===== src/hdl/ofva_pkg.sv =====
`timescale 1ns / 1ps
// Shared types and constants for the oldest-first voice allocator.
// No dependencies.
package ofva_pkg;

    localparam int unsigned VOICES_DEF = 64;
    localparam int unsigned PARTS      = 16;
    localparam int unsigned LIMIT_W    = 7;
    localparam int unsigned AGE_W      = 64;
    localparam int unsigned IDX_XW     = 9;     // wide enough for any slot index or limit
    localparam int unsigned MASK_W     = 64;
    localparam int unsigned COUNT_W    = 7;
    localparam logic [COUNT_W-1:0] COUNT_MAX = '1;

    typedef enum logic [1:0] {
        FN_NOTE_ON  = 2'd0,
        FN_NOTE_OFF = 2'd1,
        FN_DONE     = 2'd2,
        FN_CLEAR    = 2'd3
    } func_t;

    typedef enum logic [1:0] {
        STAT_OK      = 2'd0,
        STAT_NOMATCH = 2'd1,
        STAT_LIMIT   = 2'd2
    } stat_t;

    typedef struct packed {
        logic [3:0]       part;
        logic [6:0]       key;
        logic [7:0]       group;
        logic [AGE_W-1:0] age;
    } entry_t;

    typedef struct packed {
        logic grp_hit;
        logic key_hit;
        logic older;
    } cmp_t;

endpackage


===== src/hdl/ofva_slot_cmp.sv =====
`timescale 1ns / 1ps
// Shared slot compare unit: group match, key match and age order for the
// slot under scan. Depends on ofva_pkg.
module ofva_slot_cmp (
    input  ofva_pkg::entry_t                 entry,
    input  logic                             busy,
    input  logic                             held,
    input  logic [3:0]                       part,
    input  logic [6:0]                       note_key,
    input  logic [7:0]                       release_group,
    input  logic [ofva_pkg::AGE_W-1:0]       best_age,
    output ofva_pkg::cmp_t                   result
);

    always_comb
    begin
        result.grp_hit = busy && (release_group != 8'd0) && (entry.group == release_group);
        result.key_hit = busy && held && (entry.part == part) && (entry.key == note_key);
        result.older   = entry.age < best_age;
    end

endmodule


===== config.mk =====
export PLATFORM = sky130hd
export DESIGN_NAME = ofva_slot_cmp
export DESIGN_NICKNAME = d
export VERILOG_FILES = /design/src/hdl/ofva_pkg.sv /design/src/hdl/ofva_slot_cmp.sv
export SDC_FILE = /design/constraint.sdc
export NUM_CORES = 1
export LEC_CHECK = 0
export BUFFER_PORTS_ARGS = -buffer_cell sky130_fd_sc_hd__buf_4
export CORE_ASPECT_RATIO = 0.8
export CORE_MARGIN = 2
export CORE_UTILIZATION = 40
export DETAILED_ROUTE_END_ITERATION = 7
export PLACE_DENSITY_LB_ADDON = 0.12
export SLEW_MARGIN = 20
export SYNTH_ARGS = -nofsm -noshare
export SYNTH_HDL_FRONTEND = slang
export SYNTH_SLANG_ARGS = --single-unit

===== constraint.sdc =====
create_clock -name vclk -period 2.4
set_input_delay 0.24 -clock vclk [all_inputs]
set_output_delay 0.24 -clock vclk [all_outputs]
set_load 0.01 [all_outputs]

==> flow_summary_export.csv <==
group,metric,value,unit
synth,yosys-top-cells-area,"ha_1 (42%), inv_1 (13%), xnor2_1 (8.0%)",
power,powerDensity,154,nW/um^2
clocking,holdBufCountCts,0,
placed_design,pre_cts_slack,0.0774,ns
floorplan,initial_core_util,41.2,%
floorplan,io_pins,171,
critical_path,crit_fanout,3,
grt,grt_pass1_vias,2228,
critical_path,crit_path_cell_trace,"buf_4 > ha_1 > nand4_1 > nor4bb_4 > nand3_1 > nor4b_2 > o41ai_1 > and4_1 > buf_4",
critical_path,cp_common_cell,"buf_4",
synth,netlist_area,1870,um^2
power,vdd_ir_drop_max,0.0910,mV
worst_hold_path,hold_depth,4,
placed_design,io_buffers,171,
synth,synth_nets,489,
floorplan,std_cell_rows,22,
critical_path,cp_slowest_cell,"nor4bb_4",
synth,synth_compound_area_share,15.9,%
placed_design,gp_congestion,0.869,
floorplan,die_w,80.4,um
final_layout,n_clock_buffer,0,
critical_path,crit_path_end_kind,"primary output",
final_layout,seq_area,0,um^2
routing,routed_wl,5.39,mm
final_layout,diodes,0,
synth,synth_top_area_share,42.2,%
critical_path,max_stage_delay,0.33,ns
floorplan,dieArea,5240,um^2
routing,drc,0,
final_layout,fin_nets,663,
grt,antenna_found_initial,0,
timing,relSlewSlack,79.9,%
power,p_leak,0.00195,uW
synth,yosys.area_share.adder,42.2,%
worst_hold_path,min_to,"result[2]",
timing,setup_tns,0,ns
routing,ant_nets,0,
floorplan,die_h,65.1,um
synth,synth-simple-area-share,20.3,%
routing,wl_per_cell,11.0,um
synth,synth_xor_area_share,8.43,%
synth,synth.top_cells.by_count,"inv_1 (66), ha_1 (63), a21oi_1 (27)",
synth,synth.area.mux_share,0,%
final_layout,drive_gt1_share,42.8,%
final_layout,design.seq.count,0,
timing,rsz0062_at_grt,"no",
routing,drtIter0Drc,21,
timing,fin_crit,2.24,ns
synth,yosys.area.top_type,"ha_1",
status,status,"complete, no violations",
routing,maxUsedRoutingLayer,"met4",
timing,slew_violations,0,
routing,wl_met1,2.00,mm
synth,syn-mean-instance-area,7.25,um^2
routing,first_pass_iters,4,
placed_design,placed_area,3230,um^2
synth,synth.most_common_cell,"inv_1",
final_layout,fin_area,3250,um^2
synth,yosysWarnings,0,
grt,grt_max_degree,4,
timing,fmax,446,MHz
critical_path,cp-start-kind,"input port",
timing,setup_ws,0.160,ns
final_layout,area_growth,73.9,%
synth,synth_cell_types,32,
synth,synth_top_family_by_area,"adder cells",
grt,grt_overflow,0,
critical_path,critical_path_class,"in -> out",
timing,worstMarginPinSlew,0.293,ns
worst_hold_path,hold_start,"busy",
critical_path,crit_required,2.16,ns
routing,num_vias,2332,
routing,wl_met3,489,um
worst_hold_path,hold_path.class,"in -> out",
job,cap_violations,0,
placed_design,dp_hpwl,5.23,mm
routing,via_per_inst,4.76,
grt,grt_pass1_wl,8.48,mm
timing,hold_viol,0,
synth,syn_inst,258,
routing,met2_length,2.82,mm
critical_path,worst_ep_arrival_time,2.00,ns
grt,grt_use_total,19.4,%
floorplan,core_area,4540,um^2
timing,setup_viol,0,
final_layout,fin_util,71.6,%
synth,seq_area_frac_synth,0,%
timing,fin_crit_sh,93.3,%
[power breakdown]
part / switching (uW) / total (uW) / internal, uW
Sequential: 0 / 0 / 0
Combinational: 191 / 500 / 309
Clock: 0 / 0 / 0
Total: 191 / 500 / 309
[worst max-delay path, delay by kind of cell]
| family | cells | cell delay (ns) |
|---|---|---|
| buffers and inverters | 2 | 0.25 |
| adders and majority gates | 1 | 0.31 |
| and+or+nand+nor | 5 | 1.10 |
| AOI/OAI and AO/OA | 1 | 0.10 |
[routing by layer]
| layer | up-vias | track usage, % |
|---|---|---|
| li1 | 1245 | - |
| met1 | 992 | 20.4 |
| met2 | 87 | 39.7 |
| met3 | 8 | 3.98 |
| met4 | 0 | 2.75 |
| met5 | - | 0 |
[worst max-delay path by stage]
stage / from / to / slack (ns) / cells after the start
floorplan: best_age[51] / result[0] / 0.47 / 8
global route: entry[30] / result[0] / 0.0003 / 9
global placement: entry[30] / result[0] / 0.11 / 9
finish: entry[38] / result[0] / 0.16 / 9
CTS: entry[30] / result[0] / 0.07 / 9
detailed placement: entry[30] / result[0] / 0.08 / 9
[placed cells by master, fill, tap and decap left out, types with 3 or more instances in the layout]
master / n
a221oi_1: 3
o21ai_0: 6
nand3_1: 8
buf_4: 172
nand4_1: 9
nand4_2: 4
a211oi_1: 3
nor2_1: 8
ha_1: 63
inv_1: 66
nand2_1: 17
and4_1: 3
xnor2_1: 17
a21oi_1: 27
o21ai_1: 3
[layout make-up]
cell class / count / area [um^2]
fillers: 376 / 1290
repair buffers: 172 / 1290
well taps: 60 / 75.1
inverters: 66 / 248
multi-input cells: 192 / 1640
[repair_timing]
item                       in CTS  in global routing
setup buffers                   0                  1
setup endpoints to repair       0                  1
gates resized for setup         0                  2
[through the flow]
step	total power, uW	hold WS [ns]	instances
2_1_floorplan	230	0.591	258
3_3_place_gp	486	0.830	489
3_5_place_dp	500	0.840	489
4_1_cts	502	0.840	489
5_1_grt	564	0.853	490
6_report	500	0.841	490
[kinds of logic after synthesis]
kind of cell | after synthesis
AOI/OAI and AO/OA | 50
buffers and inverters | 66
adders and majority gates | 63
xor gates and xnor gates | 18
and+or+nand+nor | 61
Note: power is estimated with default switching activity, not from simulation.
